===== src/rtl/core/assert_macros.svh =====
// ---------------------------------------------------------------------------
// Assertion macros
// Shared concurrent-assertion shorthands for the color converter RTL.
// ---------------------------------------------------------------------------
`ifndef ASSERT_MACROS_SVH
`define ASSERT_MACROS_SVH

// Same-cycle implication, disabled while reset is asserted.
`define ASSERT_IMPL(label, clk, rstn, ante, cons) \
    label: assert property (@(posedge clk) disable iff (!(rstn)) (ante) |-> (cons)) \
        else $error("implication check failed");

// Next-cycle implication, disabled while reset is asserted.
`define ASSERT_NEXT(label, clk, rstn, ante, cons) \
    label: assert property (@(posedge clk) disable iff (!(rstn)) (ante) |=> (cons)) \
        else $error("next-cycle check failed");

`endif


===== src/rtl/core/rycc_pkg.sv =====
// ---------------------------------------------------------------------------
// rycc_pkg
// Types, fixed-point widths and coefficient tables of the color converter.
// ---------------------------------------------------------------------------
`default_nettype none

package rycc_pkg;

    localparam int FRAC_BITS = 16;

    localparam int PIX_W  = 8;
    localparam int OPND_W = PIX_W + 1;            // signed operand: pixel or chroma - 128
    localparam int COEF_W = FRAC_BITS + 3;        // signed, magnitude below 2.0
    localparam int PROD_W = COEF_W + OPND_W;
    localparam int SUM_W  = PROD_W + 2;

    typedef logic [PIX_W-1:0]         pix_t;
    typedef logic signed [OPND_W-1:0] opnd_t;
    typedef logic signed [COEF_W-1:0] coef_t;
    typedef logic signed [PROD_W-1:0] prod_t;
    typedef logic signed [SUM_W-1:0]  sum_t;

    typedef opnd_t [2:0] opnd_vec_t;
    typedef prod_t [2:0] prod_row_t;
    typedef prod_row_t [2:0] prod_mat_t;
    typedef sum_t [2:0] sum_vec_t;
    typedef pix_t [2:0] pix_vec_t;

    // Control that travels alongside each pixel through the pipeline
    typedef struct packed {
        logic valid;
        logic mode;     // 0: RGB to YUV, 1: YUV to RGB
        logic last;
    } ctrl_t;

    localparam logic DIR_FWD = 1'b0;
    localparam logic DIR_REV = 1'b1;

    localparam longint SCALE = longint'(1) <<< FRAC_BITS;
    localparam longint MICRO = 1000000;
    localparam longint RND   = 500000;

    // round(value * 2^FRAC_BITS), value given in millionths
    localparam longint K_Y_R = (longint'(299000)  * SCALE + RND) / MICRO;
    localparam longint K_Y_G = (longint'(587000)  * SCALE + RND) / MICRO;
    localparam longint K_Y_B = (longint'(114000)  * SCALE + RND) / MICRO;
    localparam longint K_U_R = (longint'(168736)  * SCALE + RND) / MICRO;
    localparam longint K_U_G = (longint'(331264)  * SCALE + RND) / MICRO;
    localparam longint K_HLF = (longint'(500000)  * SCALE + RND) / MICRO;
    localparam longint K_V_G = (longint'(418688)  * SCALE + RND) / MICRO;
    localparam longint K_V_B = (longint'(81312)   * SCALE + RND) / MICRO;
    localparam longint K_R_V = (longint'(1402000) * SCALE + RND) / MICRO;
    localparam longint K_G_U = (longint'(344140)  * SCALE + RND) / MICRO;
    localparam longint K_G_V = (longint'(714140)  * SCALE + RND) / MICRO;
    localparam longint K_B_U = (longint'(1771800) * SCALE + RND) / MICRO;

    // Rows: output channel; columns: operand channel
    localparam coef_t COEF_FWD [3][3] = '{
        '{coef_t'(K_Y_R),  coef_t'(K_Y_G),  coef_t'(K_Y_B)},
        '{coef_t'(-K_U_R), coef_t'(-K_U_G), coef_t'(K_HLF)},
        '{coef_t'(K_HLF),  coef_t'(-K_V_G), coef_t'(-K_V_B)}
    };

    // Reverse operands are Y, U-128, V-128; Y enters at unit gain
    localparam coef_t COEF_REV [3][3] = '{
        '{coef_t'(SCALE), coef_t'(0),      coef_t'(K_R_V)},
        '{coef_t'(SCALE), coef_t'(-K_G_U), coef_t'(-K_G_V)},
        '{coef_t'(SCALE), coef_t'(K_B_U),  coef_t'(0)}
    };

    localparam sum_t HALF_OFS = sum_t'(longint'(128) * SCALE);
    localparam sum_t BASE_FWD [3] = '{sum_t'(0), HALF_OFS, HALF_OFS};

    localparam opnd_t CHROMA_BIAS = opnd_t'(128);

endpackage

`default_nettype wire


===== src/rtl/core/rycc_operand_stage.sv =====
// ---------------------------------------------------------------------------
// rycc_operand_stage
// Register the pixel and form signed operands for the selected direction.
// ---------------------------------------------------------------------------
`default_nettype none

module rycc_operand_stage import rycc_pkg::*; (
    input  wire logic      aclk,
    input  wire logic      aresetn,
    input  wire logic      advance,
    input  wire ctrl_t     ctrl_in,
    input  wire pix_vec_t  pix_in,
    output ctrl_t          ctrl_out,
    output opnd_vec_t      opnd_out
);

    ctrl_t     ctrl_reg;
    opnd_vec_t opnd_reg, opnd_next;

    always_comb begin
        opnd_next[0] = opnd_t'({1'b0, pix_in[0]});
        if (ctrl_in.mode == DIR_REV) begin
            opnd_next[1] = opnd_t'({1'b0, pix_in[1]}) - CHROMA_BIAS;
            opnd_next[2] = opnd_t'({1'b0, pix_in[2]}) - CHROMA_BIAS;
        end else begin
            opnd_next[1] = opnd_t'({1'b0, pix_in[1]});
            opnd_next[2] = opnd_t'({1'b0, pix_in[2]});
        end
    end

    always_ff @(posedge aclk) begin
        if (!aresetn) begin
            ctrl_reg <= '0;
        end else if (advance) begin
            ctrl_reg <= ctrl_in;
        end
    end

    always_ff @(posedge aclk) begin
        if (advance) begin
            opnd_reg <= opnd_next;
        end
    end

    assign ctrl_out = ctrl_reg;
    assign opnd_out = opnd_reg;

endmodule

`default_nettype wire


===== src/rtl/core/rycc_mult_stage.sv =====
// ---------------------------------------------------------------------------
// rycc_mult_stage
// Nine constant-coefficient products, coefficients chosen by direction.
// ---------------------------------------------------------------------------
`default_nettype none

module rycc_mult_stage import rycc_pkg::*; (
    input  wire logic      aclk,
    input  wire logic      aresetn,
    input  wire logic      advance,
    input  wire ctrl_t     ctrl_in,
    input  wire opnd_vec_t opnd_in,
    output ctrl_t          ctrl_out,
    output prod_mat_t      prod_out
);

    ctrl_t     ctrl_reg;
    prod_mat_t prod_reg, prod_next;

    always_comb begin
        for (int r = 0; r < 3; r++) begin
            for (int c = 0; c < 3; c++) begin
                prod_next[r][c] = prod_t'((ctrl_in.mode == DIR_REV) ? COEF_REV[r][c]
                                                                    : COEF_FWD[r][c])
                                * prod_t'($signed(opnd_in[c]));
            end
        end
    end

    always_ff @(posedge aclk) begin
        if (!aresetn) begin
            ctrl_reg <= '0;
        end else if (advance) begin
            ctrl_reg <= ctrl_in;
        end
    end

    always_ff @(posedge aclk) begin
        if (advance) begin
            prod_reg <= prod_next;
        end
    end

    assign ctrl_out = ctrl_reg;
    assign prod_out = prod_reg;

endmodule

`default_nettype wire


===== src/rtl/core/rycc_sum_stage.sv =====
// ---------------------------------------------------------------------------
// rycc_sum_stage
// Add each row of products plus the chroma offset in forward mode.
// ---------------------------------------------------------------------------
`default_nettype none

module rycc_sum_stage import rycc_pkg::*; (
    input  wire logic      aclk,
    input  wire logic      aresetn,
    input  wire logic      advance,
    input  wire ctrl_t     ctrl_in,
    input  wire prod_mat_t prod_in,
    output ctrl_t          ctrl_out,
    output sum_vec_t       sum_out
);

    ctrl_t    ctrl_reg;
    sum_vec_t sum_reg, sum_next;

    always_comb begin
        for (int r = 0; r < 3; r++) begin
            sum_next[r] = sum_t'($signed(prod_in[r][0])) + sum_t'($signed(prod_in[r][1]))
                        + sum_t'($signed(prod_in[r][2]))
                        + ((ctrl_in.mode == DIR_FWD) ? BASE_FWD[r] : sum_t'(0));
        end
    end

    always_ff @(posedge aclk) begin
        if (!aresetn) begin
            ctrl_reg <= '0;
        end else if (advance) begin
            ctrl_reg <= ctrl_in;
        end
    end

    always_ff @(posedge aclk) begin
        if (advance) begin
            sum_reg <= sum_next;
        end
    end

    assign ctrl_out = ctrl_reg;
    assign sum_out  = sum_reg;

endmodule

`default_nettype wire


===== src/rtl/core/rycc_clamp_stage.sv =====
// ---------------------------------------------------------------------------
// rycc_clamp_stage
// Floor each fixed-point sum and saturate it to 0..255; output register.
// ---------------------------------------------------------------------------
`default_nettype none

module rycc_clamp_stage import rycc_pkg::*; (
    input  wire logic     aclk,
    input  wire logic     aresetn,
    input  wire logic     advance,
    input  wire ctrl_t    ctrl_in,
    input  wire sum_vec_t sum_in,
    output ctrl_t         ctrl_out,
    output pix_vec_t      pix_out
);

    ctrl_t    ctrl_reg;
    pix_vec_t pix_reg, pix_next;

    always_comb begin
        for (int k = 0; k < 3; k++) begin
            priority if (sum_in[k][SUM_W-1]) begin
                pix_next[k] = '0;
            end else if (|sum_in[k][SUM_W-2:FRAC_BITS+PIX_W]) begin
                pix_next[k] = '1;
            end else begin
                pix_next[k] = sum_in[k][FRAC_BITS+PIX_W-1:FRAC_BITS];
            end
        end
    end

    always_ff @(posedge aclk) begin
        if (!aresetn) begin
            ctrl_reg <= '0;
        end else if (advance) begin
            ctrl_reg <= ctrl_in;
        end
    end

    always_ff @(posedge aclk) begin
        if (advance) begin
            pix_reg <= pix_next;
        end
    end

    assign ctrl_out = ctrl_reg;
    assign pix_out  = pix_reg;

endmodule

`default_nettype wire


===== src/rtl/core/rgb_ycbcr_color_converter_unit.sv =====
// Path: an accepted input beat passes the operand, multiply, sum and clamp register
// stages in turn. Throughput: one pixel per clock unless m_tready stalls the output;
// each stage refills as soon as it hands on.
// Reset (aresetn low, synchronous): drop all beats in flight, direction = RGB to YUV.
// ---------------------------------------------------------------------------
// rgb_ycbcr_color_converter_unit
// BT.601 RGB <-> YUV pixel converter, Q.16 fixed point, saturated 8-bit out.
// ---------------------------------------------------------------------------
`default_nettype none

`include "assert_macros.svh"

module rgb_ycbcr_color_converter_unit import rycc_pkg::*; (
    input  wire logic        aclk,
    input  wire logic        aresetn,

    // Direction register write channel
    input  wire logic        cfg_valid,
    output logic             cfg_ready,
    input  wire logic        cfg_data,      // [0] direction

    // Input pixel stream
    input  wire logic        s_tvalid,
    output logic             s_tready,
    input  wire logic [23:0] s_tdata,       // [7:0] in_c0, [15:8] in_c1, [23:16] in_c2
    input  wire logic        s_tlast,       // in_last

    // Output pixel stream
    output logic             m_tvalid,
    input  wire logic        m_tready,
    output logic [23:0]      m_tdata,       // [7:0] out_c0, [15:8] out_c1, [23:16] out_c2
    output logic             m_tlast        // out_last
);

    // Direction register: always ready; writes must come only while idle (unenforced)
    logic direction_reg, direction_next;

    assign cfg_ready      = 1'b1;
    assign direction_next = cfg_data;

    always_ff @(posedge aclk) begin
        if (!aresetn) begin
            direction_reg <= DIR_FWD;
        end else if (cfg_valid && cfg_ready) begin
            direction_reg <= direction_next;
        end
    end

    // Pipeline control: each stage advances when empty or when the next one advances
    ctrl_t ctrl_in, ctrl_opnd, ctrl_mult, ctrl_sum, ctrl_out;
    logic  adv_opnd, adv_mult, adv_sum, adv_out;

    assign adv_out  = !ctrl_out.valid  || m_tready;
    assign adv_sum  = !ctrl_sum.valid  || adv_out;
    assign adv_mult = !ctrl_mult.valid || adv_sum;
    assign adv_opnd = !ctrl_opnd.valid || adv_mult;

    assign s_tready = adv_opnd;

    // Tag each beat with the direction in force when it enters
    assign ctrl_in = '{valid: s_tvalid, mode: direction_reg, last: s_tlast};

    pix_vec_t  pix_in;
    opnd_vec_t opnd;
    prod_mat_t prod;
    sum_vec_t  sums;
    pix_vec_t  pix_res;

    assign pix_in = {s_tdata[23:16], s_tdata[15:8], s_tdata[7:0]};

    // Stage 1: operands (chroma re-centered in reverse mode)
    rycc_operand_stage u_operand (
        .aclk     (aclk),
        .aresetn  (aresetn),
        .advance  (adv_opnd),
        .ctrl_in  (ctrl_in),
        .pix_in   (pix_in),
        .ctrl_out (ctrl_opnd),
        .opnd_out (opnd)
    );

    // Stage 2: coefficient products
    rycc_mult_stage u_mult (
        .aclk     (aclk),
        .aresetn  (aresetn),
        .advance  (adv_mult),
        .ctrl_in  (ctrl_opnd),
        .opnd_in  (opnd),
        .ctrl_out (ctrl_mult),
        .prod_out (prod)
    );

    // Stage 3: row sums with offset
    rycc_sum_stage u_sum (
        .aclk     (aclk),
        .aresetn  (aresetn),
        .advance  (adv_sum),
        .ctrl_in  (ctrl_mult),
        .prod_in  (prod),
        .ctrl_out (ctrl_sum),
        .sum_out  (sums)
    );

    // Stage 4: floor, saturate; this is the output register
    rycc_clamp_stage u_clamp (
        .aclk     (aclk),
        .aresetn  (aresetn),
        .advance  (adv_out),
        .ctrl_in  (ctrl_sum),
        .sum_in   (sums),
        .ctrl_out (ctrl_out),
        .pix_out  (pix_res)
    );

    assign m_tvalid = ctrl_out.valid;
    assign m_tlast  = ctrl_out.last;
    assign m_tdata  = {pix_res[2], pix_res[1], pix_res[0]};

    // Back-pressure at the input comes only from a stalled output beat
    `ASSERT_IMPL(a_stall_source, aclk, aresetn, !s_tready, m_tvalid && !m_tready)
    // An accepted beat lands in the operand stage
    `ASSERT_NEXT(a_accept_lands, aclk, aresetn, s_tvalid && s_tready, ctrl_opnd.valid)
    // A held stage keeps its beat until the next stage takes it
    `ASSERT_NEXT(a_mult_hold, aclk, aresetn, ctrl_mult.valid && !adv_sum,
        ctrl_mult.valid && $stable(prod))

endmodule

`default_nettype wire


===== config.mk =====
export PLATFORM = sky130hd
export DESIGN_NAME = rgb_ycbcr_color_converter_unit
export DESIGN_NICKNAME = d
export VERILOG_FILES = /design/src/rtl/core/rycc_pkg.sv /design/src/rtl/core/rycc_operand_stage.sv /design/src/rtl/core/rycc_mult_stage.sv /design/src/rtl/core/rycc_sum_stage.sv /design/src/rtl/core/rycc_clamp_stage.sv /design/src/rtl/core/rgb_ycbcr_color_converter_unit.sv
export VERILOG_INCLUDE_DIRS = /design/src /design/src/rtl/core
export SDC_FILE = /design/constraint.sdc
export NUM_CORES = 2
export LEC_CHECK = 0
export BUFFER_PORTS_ARGS = -buffer_cell sky130_fd_sc_hd__clkbuf_2
export CAP_MARGIN = 40
export CORE_ASPECT_RATIO = 1.1
export CORE_MARGIN = 2
export CORE_UTILIZATION = 50
export DETAILED_ROUTE_END_ITERATION = 7
export GPL_TIMING_DRIVEN = 0
export HOLD_SLACK_MARGIN = 0.06
export PLACE_DENSITY_LB_ADDON = 0.15
export SLEW_MARGIN = 25
export SYNTH_ARGS = -nofsm -noshare
export SYNTH_HDL_FRONTEND = slang
export SYNTH_SLANG_ARGS = --single-unit

===== constraint.sdc =====
create_clock -name aclk -period 9.27 [get_ports aclk]
set_input_delay 1.854 -clock aclk [delete_from_list [all_inputs] [get_ports aclk]]
set_output_delay 1.854 -clock aclk [all_outputs]
set_load 0.005 [all_outputs]

### Word level (Yosys, flattened, before mapping)

Index checks and enable logic that the tools add are counted.

* register bits after elaboration: 403
* input bits: 31
* output and inout bits: 28
* word-level logic and storage cells: 75

* $add $sub $neg: 10
* multiply operators: 9
* mux-type cells: 14
* reduce and logical (&&, ||, !) cells: 11

Operators with widths (number)
* $mul 28x9->28: 6
* $mux 28: 4
* $add 29x28->30: 3
* $add 28x28->29: 3
* $mux 17: 4
* $add 30x30->30: 2
* $mul 18x9->27: 1
* $mul 17x9->26: 1
* $mul 16x9->25: 1
* $mux 24: 1
* $mux 8: 3
* $sub 8x8->9 const B: 2
* $mux 16: 1
* $reduce_or 5->1: 3
* $mux 12: 1
* $logic_not 1->1: 4
* $logic_or 1x1->1: 4

### Logic depth before layout (Yosys ltp)

* depth in word-level cells: 5
* mapped depth: 24
* mapped depth without buffers: 23

### By module

Synthesis repeated with hierarchy kept, for this count alone.

* cell total of the unflattened synthesis: 4441
* area total of the unflattened synthesis: 47102.7 µm²

Modules (own cells, without submodules)
* rycc_mult_stage: instances 1, cells an instance 3214, area each 34549.4 µm², sequential area each 6726.5 µm²
* rycc_sum_stage: instances 1, cells an instance 1085, area each 10417.5 µm², sequential area each 2762.6 µm²
* rycc_clamp_stage: instances 1, cells an instance 91, area each 1124.8 µm², sequential area each 780.7 µm²
* rycc_operand_stage: instances 1, cells an instance 41, area each 930.9 µm², sequential area each 840.8 µm²
* rgb_ycbcr_color_converter_unit: instances 1, cells an instance 10, area each 80.1 µm², sequential area each 20.0 µm²

### Worst setup path after synthesis

OpenSTA, ideal clock, no wires.

* kind: input port to flip-flop
* start: in m_tready
* end: reg u_mult.prod_reg (netlist bit u_mult.prod_out[0]), enable pin
* arrival time: 6.637 ns
* required time: 8.699 ns
* path slack: 2.062 ns
* cell stages on the path: 5
* path buffers: 2
* cell sequence: nor2b_1 clkbuf_1 and3_1 clkbuf_1 inv_1

* word-level cells in the longest chain between the ends: 3

Ends and longest elaborated chain
* from (decl): line rgb_ycbcr_color_converter_unit.sv:30 `input wire logic m_tready,`
* $logic_or 1x1->1: line rgb_ycbcr_color_converter_unit.sv:53 `assign adv_out = !ctrl_out.valid || m_tready;`
* $logic_or 1x1->1: line rgb_ycbcr_color_converter_unit.sv:54 `assign adv_sum = !ctrl_sum.valid || adv_out;`
* $logic_or 1x1->1: line rgb_ycbcr_color_converter_unit.sv:55 `assign adv_mult = !ctrl_mult.valid || adv_sum;`
* via adv_mult: line rgb_ycbcr_color_converter_unit.sv:51 `logic adv_opnd, adv_mult, adv_sum, adv_out;`
* to (signal assigned): line rycc_mult_stage.sv:40 `prod_reg <= prod_next;`
* to (decl): line rycc_mult_stage.sv:18 `prod_mat_t prod_reg, prod_next;`

The timed path passes the listed nets, and every way through them passes these cells.
A chain may end at the register's enable or synchronous reset.

==> metrics.csv <==
stage,metric,value,unit
run_status,status,completed,
global_route,grt_max_degree,100,
setup_path,path_cells,"clkbuf_1, clkinv_1, clkbuf_2, nor2_2, fa_1, inv_1, fa_1, inv_1, fa_1, fa_1, ha_1, ha_1, a21o_1, a21oi_1, a21bo_2, a21oi_1, o21ai_1, a211o_1, o31a_1, xnor2_1",
setup_path,ff2ff_setup_slack,1390,ps
place,portBuffers,57,
setup_path,end_kind,flop,
yosys,synth_most_common_cell,ha_1,
floorplanning,die_w,275,um
yosys,avgSynthCellArea,10.8,sq um
detailed_routing,drc,0,
yosys,synth_common_cells,"ha_1 (753), inv_1 (742), fa_1 (509), edfxtp_1 (311)",
yosys,synth_flop_cell,edfxtp_1,
yosys,yosys-top-cells-area,"fa_1 (25%), ha_1 (23%), edfxtp_1 (23%)",
sta,fin_crit,7880,ps
sta,drv_slew,0,
global_route,grt-ovfl-total,0,
cts,htreeDepth,2,
worst_hold_path,hold_depth,2,
sta,tightest_slew,908,ps
finish,layout-drive-gt1-share,4.79,%
sta,max-slew-margin-rel,39.5,%
yosys,synth_top_area_share,25.3,%
cts,cts.sinks,322,
setup_path,rr_endpoint,u_mult.prod_out[167]$_DFFE_PP_,
finish,fillCellCount,7150,
detailed_routing,ant_nets,0,
yosys,synth_area,40300,sq um
cts,clockBufferDepth,3,
global_route,first_global_vias,26800,
cts,cts_buffers,40,
sta,finClkSkew,48.7,ps
yosys,synth_cell_types,86,
place,post_dp_cell_area,42300,sq um
floorplanning,initial_core_util,50.3,%
detailed_routing,num_vias,26200,
sta,final.period_utilization,85.0,%
place,hpwl,80.2,mm
setup_path,path_delay_family,adder cells,
sta,fmax,0.127,GHz
sta,setup_viol,0,
yosys,synth_seq_cells,322,
setup_path,crit_path_max_fanout,10,
yosys,synth_edf_count,311,
finish,design_area,43800,sq um
job,drv_cap,0,
sta,rsz0062_at_grt,no,
worst_hold_path,min_to,u_mult.ctrl_out[0]$_SDFFE_PN0P_,
setup_path,slowest_stage,nor2_2,
floorplanning,dieArea,83000,sq um
cts,ctsHoldBuffers,0,
sta,hold_viol,0,
detailed_routing,dr.pass1.iters,5,
detailed_routing,via_per_inst,5.28,
yosys,yosys_warnings,0,
yosys,synthCells,3721,
detailed_routing,wl,93.7,mm
yosys,synth_largest_area_cell,fa_1,
floorplanning,io_pins,59,
yosys,yosysSeqAreaShare,23.7,%
cts,cts_tree,built,
setup_path,r2r-start,u_operand.ctrl_out[1]$_SDFFE_PN0P_,
detailed_routing,drt_iter0_drc,1488,
floorplanning,rows,109,
worst_hold_path,hold_start,u_operand.ctrl_out[0]$_SDFFE_PN0P_,
sta,fin_tns_setup,0,ps
global_route,grt_pass1_wl,149,mm
setup_path,arrival,8170,ps
finish,nets,5164,
setup_path,crit_type,flop to flop,
cts,cts.reportedPaths.clkPinSlew,60,ps
cts,clk_latency,590,ps
worst_hold_path,min_path_type,flop to flop,
yosys,async_flop_share,0,%
finish,area_delta_synth_final,8.61,%
setup_path,worstRegToRegCells,20,
setup_path,crit_buf_inv,5,
finish,multi_input_area,27900,sq um
detailed_routing,wl_per_cell,18.9,um
cts,cts_root_buf,clkbuf_16,
setup_path,slowest_delay,730,ps
setup_path,cp.required,9560,ps
finish,regArea,9560,sq um
place,gp_congestion,0.934,
floorplanning,fp.coreArea,80200,sq um
global_route,antenna_found_initial,2,
finish,largest_reg_flops,219,
cts,cts_resized,0,
floorplanning,fp.dieH,302,um
cts,postCtsSetupRepairBufs,0,
global_route,grtUsageTotal,23.5,%
setup_path,critPathLaunchType,flop,
setup_path,cp_common_cell,fa_1,
==> routing by layer <==
layer	GRT usage, %	part of all wire, %	vias to the layer above
met4	7.67	3.5	0
met5	0	0	-
met3	2.44	3.6	118
met2	38.6	47	477
met1	32.8	46	12800
li1	-	-	12700
==> how the worst max path moves through the flow <==
stage | start | end | slack, ps | depth (start not counted)
3_5_place_dp | u_operand.ctrl_out[1]$_SDFFE_PN0P_ | u_mult.prod_out[167]$_DFFE_PP_ | 1390 | 20
2_1_floorplan | m_tready | u_mult.prod_out[0]$_DFFE_PP_ | 2060 | 5
6_report | u_operand.ctrl_out[1]$_SDFFE_PN0P_ | u_mult.prod_out[167]$_DFFE_PP_ | 1390 | 20
3_3_place_gp | m_tready | u_mult.prod_out[70]$_DFFE_PP_ | -260 | 6
4_1_cts | u_operand.ctrl_out[1]$_SDFFE_PN0P_ | u_mult.prod_out[167]$_DFFE_PP_ | 1430 | 20
5_1_grt | u_operand.ctrl_out[1]$_SDFFE_PN0P_ | u_mult.prod_out[167]$_DFFE_PP_ | 1140 | 20
==> metrics by stage <==
step	std cells	setup WS, ps	hold WS, ps	util, %
after global placement	4863	-263	457	52.5
final	4957	1390	466	54.6
after detailed placement	4878	1390	463	52.8
after CTS	4951	1430	472	54.6
after global routing	4956	1140	503	54.6
after floorplan	3752	2060	441	-
==> final cells by class <==
class,instances,share of cell area [%]
Timing Repair Buffer,77,1.28
Sequential cell,322,21.8
Antenna cell,1,0.00571
Buffer,50,0.443
Inverter,746,6.41
Multi-Input combinational cell,2634,63.8
Tap cell,1054,3.01
Clock buffer,47,2.44
Clock inverter,26,0.831
==> tightest hold or removal path: cells and delay by family (launching register included) <==
kind            cells  cell delay [ps]
compound gates      1               70
simple gates        1               50
flops               1              310
==> placed cells by master, fill, tap and decap left out, types with 17 or more instances in the layout <==
cell       instances
clkbuf_2          59
nand4_1           18
clkbuf_16         41
nand2_1          153
conb_1            33
nor2_1           175
nand3_1           47
ha_1             753
inv_1            740
clkbuf_1          46
and3_1            26
xor2_1            58
o21bai_1          22
fa_1             509
o21a_1            17
nor3_1            41
a21o_1            79
nor2b_1           35
a211oi_1          18
o21ai_0           41
edfxtp_1         311
o21ai_1           56
xnor2_1          160
nand2b_1          29
a21oi_1          177
==> kinds of logic after synthesis <==
group / count (synthesis) / share of synthesized area [%]
muxes: 4 / 0.0992
and+or+nand+nor: 593 / 6.98
buffers and inverters: 796 / 7.42
other: 2 / 0.0186
DFF: 322 / 23.7
adders and majority gates: 1263 / 48.6
AOI/OAI and AO/OA: 522 / 8.41
xor gates and xnor gates: 219 / 4.75
Power is not shown: default switching activity piles up to over one toggle a cycle in this logic, so the estimate is an artifact.
